--- config.mk ---
export PLATFORM = sky130hd
export DESIGN_NAME = roihist_ctrl
export DESIGN_NICKNAME = d
export VERILOG_FILES = /design/src/rtl/roihist_pkg.sv /design/src/rtl/roihist_ctrl.sv
export SDC_FILE = /design/constraint.sdc
export NUM_CORES = 1
export LEC_CHECK = 0
export BUFFER_PORTS_ARGS = -buffer_cell sky130_fd_sc_hd__clkbuf_2
export CAP_MARGIN = 20
export CORE_AREA = 2 2 39 41
export CTS_CLUSTER_DIAMETER = 200
export CTS_CLUSTER_SIZE = 28
export DETAILED_ROUTE_END_ITERATION = 16
export DIE_AREA = 0 0 41 43
export PLACE_DENSITY_LB_ADDON = 0.1
export REMOVE_ABC_BUFFERS = 1
export SLEW_MARGIN = 5
export SYNTH_ARGS = -nofsm -noshare
export SYNTH_HDL_FRONTEND = slang
export SYNTH_SLANG_ARGS = --single-unit
--- constraint.sdc ---
create_clock -name clk -period 1.2 [get_ports clk]
set_input_delay 0.06 -clock clk [delete_from_list [all_inputs] [get_ports clk]]
set_output_delay 0.06 -clock clk [all_outputs]
set_load 0.01 [all_outputs]
--- src/rtl/roihist_pkg.sv ---
// Package: types, codes and defaults shared by the ROI histogram statistics block
`timescale 1ns / 1ps
package roihist_pkg;

	localparam int DEF_MAX_BINS = 256;

	localparam logic signed [15:0] RST_HIST_LOW  = -16'sd1024;
	localparam logic signed [15:0] RST_HIST_HIGH = 16'sd3071;
	localparam logic [8:0]         RST_BINS      = 9'd256;
	localparam logic signed [15:0] RST_MIN       = 16'sh7FFF;
	localparam logic signed [15:0] RST_MAX       = -16'sh8000;

	typedef enum logic [1:0] {
		OP_CLEAR = 2'd0,
		OP_ADD   = 2'd1,
		OP_READ  = 2'd2
	} op_t;

	typedef enum logic [1:0] {
		CFG_HIST_LOW  = 2'd0,
		CFG_HIST_HIGH = 2'd1,
		CFG_BINS      = 2'd2
	} cfg_idx_t;

	typedef enum logic [3:0] {
		ST_INIT,
		ST_IDLE,
		ST_CLEAR,
		ST_MUL,
		ST_ACC,
		ST_DIV,
		ST_HRD,
		ST_HWR,
		ST_RRD,
		ST_RCAP
	} state_t;

	typedef struct packed {
		logic [1:0]         opcode;
		logic signed [15:0] voxel_value;
		logic [7:0]         read_bin;
	} req_t;

	typedef struct packed {
		logic [31:0]        voxel_count;
		logic signed [15:0] min_value;
		logic signed [15:0] max_value;
		logic signed [47:0] value_sum;
		logic [62:0]        square_sum;
		logic [31:0]        bin_value;
		logic               empty_res;
	} res_t;

	typedef struct packed {
		logic capture;
		logic clr_stats;
		logic walk_step;
		logic mul;
		logic acc;
		logic div_step;
		logic hist_rd;
		logic hist_wr;
		logic res_rd;
		logic res_cap;
	} cmd_t;

	typedef struct packed {
		logic in_range;
		logic walk_last;
		logic div_last;
	} sts_t;

endpackage

--- src/rtl/roihist_ctrl.sv ---
// Controller state machine: sequences clear walks, stat updates, bin division and reads
`timescale 1ns / 1ps
module roihist_ctrl (
	input  logic               clk,
	input  logic               arst_n,
	input  logic               start,
	input  logic [1:0]         opcode,
	input  roihist_pkg::sts_t  sts,
	output roihist_pkg::cmd_t  cmd,
	output logic               busy
);

	roihist_pkg::state_t state_q, state_d;

	always_ff @(posedge clk or negedge arst_n) begin
		if (!arst_n) begin
			state_q <= roihist_pkg::ST_INIT;
		end else begin
			state_q <= state_d;
		end
	end

	always_comb begin
		state_d = state_q;
		cmd     = '0;
		unique case (state_q)
			roihist_pkg::ST_INIT: begin
				cmd.walk_step = 1'b1;
				if (sts.walk_last) begin
					state_d = roihist_pkg::ST_IDLE;
				end
			end
			roihist_pkg::ST_IDLE: begin
				if (start) begin
					cmd.capture = 1'b1;
					case (opcode)
						roihist_pkg::OP_CLEAR: begin
							cmd.clr_stats = 1'b1;
							state_d       = roihist_pkg::ST_CLEAR;
						end
						roihist_pkg::OP_ADD: begin
							state_d = roihist_pkg::ST_MUL;
						end
						default: begin
							state_d = roihist_pkg::ST_RRD;
						end
					endcase
				end
			end
			roihist_pkg::ST_CLEAR: begin
				cmd.walk_step = 1'b1;
				if (sts.walk_last) begin
					state_d = roihist_pkg::ST_RRD;
				end
			end
			roihist_pkg::ST_MUL: begin
				cmd.mul = 1'b1;
				state_d = roihist_pkg::ST_ACC;
			end
			roihist_pkg::ST_ACC: begin
				cmd.acc = 1'b1;
				state_d = sts.in_range ? roihist_pkg::ST_DIV : roihist_pkg::ST_RRD;
			end
			roihist_pkg::ST_DIV: begin
				cmd.div_step = 1'b1;
				if (sts.div_last) begin
					state_d = roihist_pkg::ST_HRD;
				end
			end
			roihist_pkg::ST_HRD: begin
				cmd.hist_rd = 1'b1;
				state_d     = roihist_pkg::ST_HWR;
			end
			roihist_pkg::ST_HWR: begin
				cmd.hist_wr = 1'b1;
				state_d     = roihist_pkg::ST_RRD;
			end
			roihist_pkg::ST_RRD: begin
				cmd.res_rd = 1'b1;
				state_d    = roihist_pkg::ST_RCAP;
			end
			roihist_pkg::ST_RCAP: begin
				cmd.res_cap = 1'b1;
				state_d     = roihist_pkg::ST_IDLE;
			end
			default: begin
				state_d = roihist_pkg::ST_INIT;
			end
		endcase
	end

	assign busy = (state_q != roihist_pkg::ST_IDLE);

endmodule

==> results of run 1 <==
power breakdown:
| part | internal, W | total [W] | switching [W] |
|---|---|---|---|
| combinational | 0.00113 | 0.00196 | 0.000825 |
| clock | 0.000113 | 0.000188 | 0.0000752 |
| sequential | 0.000208 | 0.000341 | 0.000133 |
worst max path at each step:
stage,from,slack (ns),endpoint,cells after the start
2_1_floorplan,state_q[0]$_DFFE_PN0P_,-0.21,cmd[8],3
3_3_place_gp,state_q[2]$_DFFE_PN0P_,-0.26,state_q[0]$_DFFE_PN0P_,4
3_5_place_dp,state_q[2]$_DFFE_PN0P_,-0.25,state_q[0]$_DFFE_PN0P_,4
4_1_cts,state_q[1]$_DFFE_PN0P_,-0.22,cmd[8],5
5_1_grt,state_q[1]$_DFFE_PN0P_,-0.30,cmd[8],5
6_report,state_q[1]$_DFFE_PN0P_,-0.23,cmd[8],5
worst max-delay path, cell delays in order (launching register included):
cell and delay (ns):
dfrtp_1 0.40, buf_6 0.15, nor2b_4 0.12, and3_4 0.17
nor3b_2 0.14, buf_2 0.14
final cells by class:
type                    count  area, um^2  share of cell area (%)
flip-flops and latches      4         104                    11.7
repair buffers             46         345                    38.9
multi-input cells          40         393                    44.2
clock buffers               3        22.5                    2.54
inverters                   1        3.75                   0.423
well taps                  16        20.0                    2.25
timing repair:
action | in CTS | in global routing
resized for setup | 30 | 12
pin swaps | 5 | 4
setup endpoints to repair | 15 | 15
endpoints found under the hold margin | 4 | 0
buffers inserted | 9 | 1
hold buffers | 1 | 0
through the flow:
stage	TNS, ns	cell area (um^2)	total power [W]	hold WS [ns]
floorplan	-0.717	400	0.000982	-0.236
global placement	-1.06	638	0.00161	-0.124
detailed placement	-0.983	638	0.00160	-0.121
CTS	-2.39	862	0.00236	0.149
global route	-3.49	888	0.00267	0.154
finish	-2.56	888	0.00249	0.154
routing by layer:
metal | global-route usage, % | wire length (um) | up-vias
li1 | - | - | 277
met1 | 28.2 | 668 | 253
met2 | 31.3 | 730 | 18
met3 | 3.66 | 63 | 9
met4 | 18.7 | 87 | 0
met5 | 0 | 0 | -
cells in the mapped netlist (2+ instances only):
| cell type | instances |
|---|---|
| buf_4 | 2 |
| nand2b_1 | 4 |
| buf_6 | 2 |
| nor3_1 | 6 |
| nand2_1 | 2 |
| dfrtp_1 | 4 |
| nor2_1 | 5 |
kinds of logic after synthesis:
group,Yosys count,share of synthesized area (%)
flops,4,22.9
buf+inv,5,9.43
mux,1,2.57
compound gates,12,29.1
xor+xnor,2,4.00
simple gates,25,32.0
==> flow_summary.ini, run 1 <==
[run_status]
status = complete, but fails checks
violations = negative setup slack

[drt]
vias_per_cell = 5.06
ant_nets = 0
drtPass1Iterations = 4
routedWlPerCell_um = 14.1
detail_route.iter0.violations = 1
drc = 0
wirelength_um = 1550
via_count = 557

[layout]
fin_util_pct = 64.2
largest_reg_flops = 4
num-nets-final = 104
instances_no_fill = 110
fillCellCount = 118
regMostFlops = state_q
top_regs = state_q: 4 flops
drive_above_1_share_pct = 78.7
diodes = 0
area_growth_pct = 103
final_cell_mix = buf_4, buf_6, clkbuf_2
layout_commonest_cell = buf_4

[power_and_ir_drop]
leakage_nw = 0.418
power.density_mw_per_mm2 = 2800
vdd_drop_max_mv = 1.47

[cts]
clock_latency_ns = 0.25
htree_levels = 1
clk_path_buf_depth = 2
cts_root_buf = clkbuf_4
cts_sinks = 4
path_clk_slew_ns = 0.04
cts_tree = done
cts_made_buffers = 3

[yosys]
synth_warnings = 0
synth_area_um2 = 438
yosysTopAreaCellShare_pct = 22.9
yosysUniqueCellTypes = 31
synth-main-ff-cell = dfrtp_1
yosysSeqAreaShare_pct = 22.9
syn_inst = 49
syn_avg_cell_area_um2 = 8.94
synth_edf_count = 0
synth_area_leader_cell = dfrtp_1
netlist_top_cells_area = dfrtp_1, nor3_1, nand2b_1
async_reset_ff_share_pct = 100
synth-seq-cells = 4

[worst_setup_path]
worstPathRequired_ns = 1.14
r2r-start = state_q[3]$_DFFE_PN0P_
reg2regPathDepth = 4
start_kind = register
reg2reg_setup_slack_ns = -0.21
path_max_fanout = 5
worst_ep_arrival_time_ns = 1.37
crit_path_end_kind = primary output
crit_type = register to primary output
r2r_end = state_q[3]$_DFFE_PN0P_

[global_route]
grtUsageTotal_pct = 22.3
overflow = 0
grt_pass1_vias = 565
grt_max_degree = 8
antenna_found_initial = 0
grt_pass1_wl_um = 2570

[place]
dpl.cell_count = 96
pre_cts_ws_ns = -0.250
portBuffers = 18
place_congestion = 0.716

[sta]
finalMaxSlewViolations = 0
final-setup-viol-count = 14
rsz0062_at_grt = true
tightest_slew_ns = 0.381
fin_crit_sh_pct = 120
relSlewSlack_pct = 74.5
skew_ns = 0.00614
timing.fmax_mhz = 697
hold_violations = 0
fin_ws_ns = -0.234
min_period_ns = 1.43

[hold_path]
hold_path.class = input pin to async pin

[floorplanning]
start_util_pct = 31.6
die_area_mm2 = 0.00176
io_pins = 19
die_height_um = 43
rows = 14
coreArea_mm2 = 0.00138
die_x_um = 41

[job]
drv_cap = 0
(Power assumes the default switching activity.)
==> run 2: changes to the inputs <==
Settings changed: PLACE_DENSITY_LB_ADDON 0.1 to unset.
==> run 2 against run 1 <==
The flow still finishes with violations (negative setup slack); largest cell class unchanged; power increased by 14%; die area unchanged; via count increased by 9.9%; clock power decreased by 4%; core utilization increased by 7.1 points; highest routed layer unchanged; routed wire length increased by 30%; setup slack got worse by 0.068 ns; clock-buffer cell count unchanged; sequential share of layout area decreased by 1.0 points; combinational power increased by 19%; critical endpoint is now state_q[1]$_DFFE_PN0P_.
==> flow_summary.ini, run 2 (same netlist as run 1, synthesis figures left out) <==
[layout]
instances_no_fill = 111
diodes = 0
regMostFlops = state_q
fin_area_um2 = 986
drive_above_1_share_pct = 83.2
num-nets-final = 105
area_growth_pct = 125
fillCellCount = 90
top_regs = state_q: 4 flops
layout_commonest_cell = buf_4
largest_reg_flops = 4
final_cell_mix = buf_4, buf_6, clkbuf_2

[drt]
vias_per_cell = 5.51
drc = 0
wirelength_um = 2020
drtPass1Iterations = 6
detail_route.iter0.violations = 23
via_count = 612
ant_nets = 0
routedWlPerCell_um = 18.2

[cts]
clk_path_buf_depth = 2
htree_levels = 1
cts_sinks = 4
cts_tree = done
path_clk_slew_ns = 0.04
clock_latency_ns = 0.25
cts_made_buffers = 3
cts_root_buf = clkbuf_4

[global_route]
overflow = 0
grt_pass1_wl_um = 2520
grtUsageTotal_pct = 22.0
grt_max_degree = 7
antenna_found_initial = 0
grt_pass1_vias = 549

[sta]
timing.fmax_mhz = 665
rsz0062_at_grt = true
finalMaxSlewViolations = 0
skew_ns = 0.00162
tightest_slew_ns = 0.379
hold_violations = 0
final-setup-viol-count = 15
relSlewSlack_pct = 74.5
min_period_ns = 1.50
fin_crit_sh_pct = 125
fin_ws_ns = -0.303

[power_and_ir_drop]
power.density_mw_per_mm2 = 2880
power_w = 0.00284
vdd_drop_max_mv = 1.52
leakage_nw = 0.445

[run_status]
status = complete, but fails checks
violations = negative setup slack

[floorplanning]
start_util_pct = 31.6
io_pins = 19
die_x_um = 41
rows = 14
die_height_um = 43
coreArea_mm2 = 0.00138
die_area_mm2 = 0.00176

[worst_setup_path]
r2r-start = state_q[2]$_DFFE_PN0P_
reg2regPathDepth = 5
crit_type = register to register
reg2reg_setup_slack_ns = -0.30
r2r_end = state_q[1]$_DFFE_PN0P_
worstPathRequired_ns = 1.33
crit_path_end_kind = register
path_max_fanout = 4
worst_ep_arrival_time_ns = 1.63
start_kind = register

[place]
post_dp_cell_area_um2 = 643
dp_hpwl_um = 888
portBuffers = 18
dpl.cell_count = 95
place_congestion = 0.778

[job]
drv_cap = 0

[hold_path]
hold_path.class = input pin to async pin
-- run 2: cell count changes in the layout (fill, tap and decap cells not counted), moves of 2 or more --
cell     delta
nor2_4      +2
nor3_4      +2
nand2_2     -2
nand2_1     +2
-- run 2: how the worst max path moves through the flow --
stage | cells after the start | endpoint | slack [ns] | startpoint
2_1_floorplan | 3 | cmd[8] | -0.21 | state_q[0]$_DFFE_PN0P_
4_1_cts | 5 | cmd[2] | -0.28 | state_q[2]$_DFFE_PN0P_
3_3_place_gp | 3 | state_q[0]$_DFFE_PN0P_ | -0.21 | state_q[2]$_DFFE_PN0P_
6_report | 5 | state_q[1]$_DFFE_PN0P_ | -0.30 | state_q[2]$_DFFE_PN0P_
3_5_place_dp | 3 | state_q[0]$_DFFE_PN0P_ | -0.23 | state_q[2]$_DFFE_PN0P_
5_1_grt | 4 | cmd[8] | -0.32 | state_q[0]$_DFFE_PN0P_
-- run 2: layout make-up --
| cell class | instances | area, um^2 | share of cell area [%] |
|---|---|---|---|
| repair buffers | 47 | 372 | 37.7 |
| multi-input cells | 40 | 463 | 47.0 |
| clock buffers | 3 | 22.5 | 2.28 |
| flip-flops and latches | 4 | 105 | 10.7 |
| well taps | 16 | 20.0 | 2.03 |
| inverters | 1 | 3.75 | 0.381 |
-- run 2: critical path, stage by stage (launching register included) --
cell	delay, ns
dfrtp_2	0.43
buf_12	0.14
buf_6	0.12
o41ai_4	0.42
buf_4	0.20
o31ai_4	0.07
-- run 2: power breakdown --
part / switching (W) / internal [W] / total [W]
clock: 0.0000682 / 0.000113 / 0.000181
sequential: 0.000109 / 0.000210 / 0.000318
combinational: 0.00105 / 0.00129 / 0.00234
-- run 2: what timing repair did --
| item | 4_1_cts | 5_1_grt |
|---|---|---|
| setup endpoints to repair | 15 | 15 |
| endpoints found under the hold margin | 4 | 0 |
| resized for setup | 17 | 40 |
| hold buffers | 1 | 0 |
| pin swaps | 10 | 10 |
| setup buffers | 11 | 2 |
-- run 2: routing by layer --
metal	vias to the layer above	global-route usage, %	part of all wire, %
met4	0	9.33	4.6
met5	-	0	0
met2	34	33.1	54
met1	287	28.5	34
li1	281	-	-
met3	10	5.24	6.6
-- run 2: through the flow --
step / hold slack, ns / TNS (ns) / utilization, % / setup WS [ns]
3_3_place_gp: -0.129 / -0.849 / 46.5 / -0.210
3_5_place_dp: -0.128 / -1.04 / 46.5 / -0.234
6_report: 0.152 / -2.73 / 71.2 / -0.303
5_1_grt: 0.164 / -3.40 / 71.2 / -0.316
4_1_cts: 0.144 / -2.51 / 60.4 / -0.276
2_1_floorplan: -0.236 / -0.717 / - / -0.206
==> run 3: changes to the inputs <==
Settings changed: CORE_AREA 2 2 39 41 to unset, CORE_UTILIZATION set to 25, DIE_AREA 0 0 41 43 to unset.
==> run 3 against run 2 <==
The flow finishes with violations (design-rule violations, negative setup slack); setup slack gained 0.045 ns; register-to-register slack improved by 0.08 ns; hold slack gained 0.0057 ns; clock skew barely moved; design area is 4.7% lower; first-iteration DRC count down 78%; final cell count did not move; highest routed layer is now met3; critical endpoint is now cmd[5].
==> flow_summary.ini, run 3 (same netlist as run 1, synthesis figures left out) <==
[drt]
met1Wirelength_um = 655
via_count = 566
ant_nets = 0
top_layer_used = met3
drtPass1Iterations = 9
wl_met3_um = 55
wirelength_um = 1600
route.met2.wl_um = 891
detail_route.iter0.violations = 5
vias_per_cell = 5.10
routedWlPerCell_um = 14.4
drc = 1

[cts]
clock_latency_ns = 0.24
htree_levels = 1
cts_tree = done
cts_made_buffers = 3
cts_sinks = 4
clk_path_buf_depth = 2
cts_root_buf = clkbuf_4
path_clk_slew_ns = 0.04

[layout]
final_cell_mix = buf_4, buf_6, buf_2
largest_reg_flops = 4
top_regs = state_q: 4 flops
area_growth_pct = 115
instances_no_fill = 111
num-nets-final = 105
regMostFlops = state_q
diodes = 0
drive_above_1_share_pct = 81.1
layout_commonest_cell = buf_4
fin_area_um2 = 940

[power_and_ir_drop]
switching_share_pct = 41.8
power.net_switching_w = 0.00110
pwr-share-seq_pct = 12.3
leakage_nw = 0.432
p_clk_share_pct = 6.6
power.density_mw_per_mm2 = 2790
p_int_w = 0.00153
vdd_drop_max_mv = 1.12
p_comb_share_pct = 81.1

[worst_setup_path]
r2r-start = state_q[3]$_DFFE_PN0P_
cpMostUsedCell = buf_6
worst_ep_arrival_time_ns = 1.40
r2r_end = state_q[0]$_DFFE_PN0P_
start_kind = register
path_delay_family = buffers and inverters
max_stage_delay_ns = 0.40
reg2regPathDepth = 3
crit_buf_inv = 3
slowest_stage = dfrtp_2
reg2reg_setup_slack_ns = -0.22
worstPathRequired_ns = 1.14
crit_type = register to primary output
crit_path_end_kind = primary output
worstPathCellList = buf_6 -> or2b_1 -> buf_6 -> nor3_2 -> buf_2
path_max_fanout = 4

[hold_path]
hold_path.class = input pin to async pin

[place]
pre_cts_ws_ns = -0.231
post_dp_cell_area_um2 = 638
portBuffers = 18
dp_hpwl_um = 1010
place_congestion = 0.813
dpl.cell_count = 96

[sta]
min_period_ns = 1.46
timing.fmax_mhz = 686
skew_ns = 0.00202
fin_crit_sh_pct = 121
relSlewSlack_pct = 77.1
finalMaxSlewViolations = 0
tightest_slew_ns = 0.343
fin_ws_ns = -0.258
finalSetupTns_ns = -2.68
final-setup-viol-count = 15
hold_violations = 0
rsz0062_at_grt = true

[run_status]
violations = design-rule violations, negative setup slack
status = complete, but fails checks

[global_route]
grt_max_degree = 12
overflow = 0
grt_pass1_wl_um = 2430
grt_pass1_vias = 566
grtUsageTotal_pct = 17.1
antenna_found_initial = 0

[floorplanning]
rows = 14
die_x_um = 43.9
start_util_pct = 27.8
coreArea_mm2 = 0.00158
io_pins = 19
die_height_um = 43.9
die_area_mm2 = 0.00192

[job]
drv_cap = 0
-- run 3: power by group through the flow --
stage	clock network, W	logic (W)	registers, W
after floorplan	0	0.000598	0.000384
after CTS	0.000176	0.00159	0.000313
final	0.000174	0.00213	0.000323
after global routing	0.000185	0.00226	0.000333
after global placement	0	0.00130	0.000311
after detailed placement	0	0.00133	0.000316
-- run 3: through the flow --
stage          utilization (%)  power (W)  hold slack, ns
2_1_floorplan                -   0.000982          -0.236
3_3_place_gp              40.5    0.00161          -0.127
3_5_place_dp              40.5    0.00164          -0.126
4_1_cts                   48.7    0.00208           0.135
5_1_grt                   59.6    0.00278           0.187
6_report                  59.6    0.00262           0.158
-- run 3: worst max path at each step --
stage               slack, ns                endpoint                   start  cells past startpoint
floorplan               -0.21                  cmd[8]  state_q[0]$_DFFE_PN0P_                      3
global placement        -0.23  state_q[0]$_DFFE_PN0P_  state_q[2]$_DFFE_PN0P_                      3
detailed placement      -0.23  state_q[0]$_DFFE_PN0P_  state_q[2]$_DFFE_PN0P_                      3
CTS                     -0.26                  cmd[5]  state_q[2]$_DFFE_PN0P_                      5
global route            -0.31                  cmd[8]  state_q[2]$_DFFE_PN0P_                      5
finish                  -0.26                  cmd[5]  state_q[2]$_DFFE_PN0P_                      5
-- run 3: area by class of cell --
type | count | area, um^2
sequential | 4 | 104
inverter | 1 | 3.75
timing repair buffer | 47 | 373
multi-input combinational | 40 | 417
fill | 129 | 637
tap | 16 | 20.0
clock buffer | 3 | 22.5
-- run 3: routing by layer --
layer  track usage, %  vias to the layer above
li1                 -                      273
met1             19.1                      281
met2             31.0                       12
met3             5.83                        0
met4             4.24                        0
met5                0                        -
-- run 3: timing repair --
| action | in CTS | in global routing |
|---|---|---|
| buffers inserted | 5 | 6 |
| hold endpoints to repair | 4 | 0 |
| endpoints found under the setup margin | 15 | 15 |
| gates resized for setup | 16 | 35 |
| hold buffers | 1 | 0 |
| pin swaps | 3 | 9 |
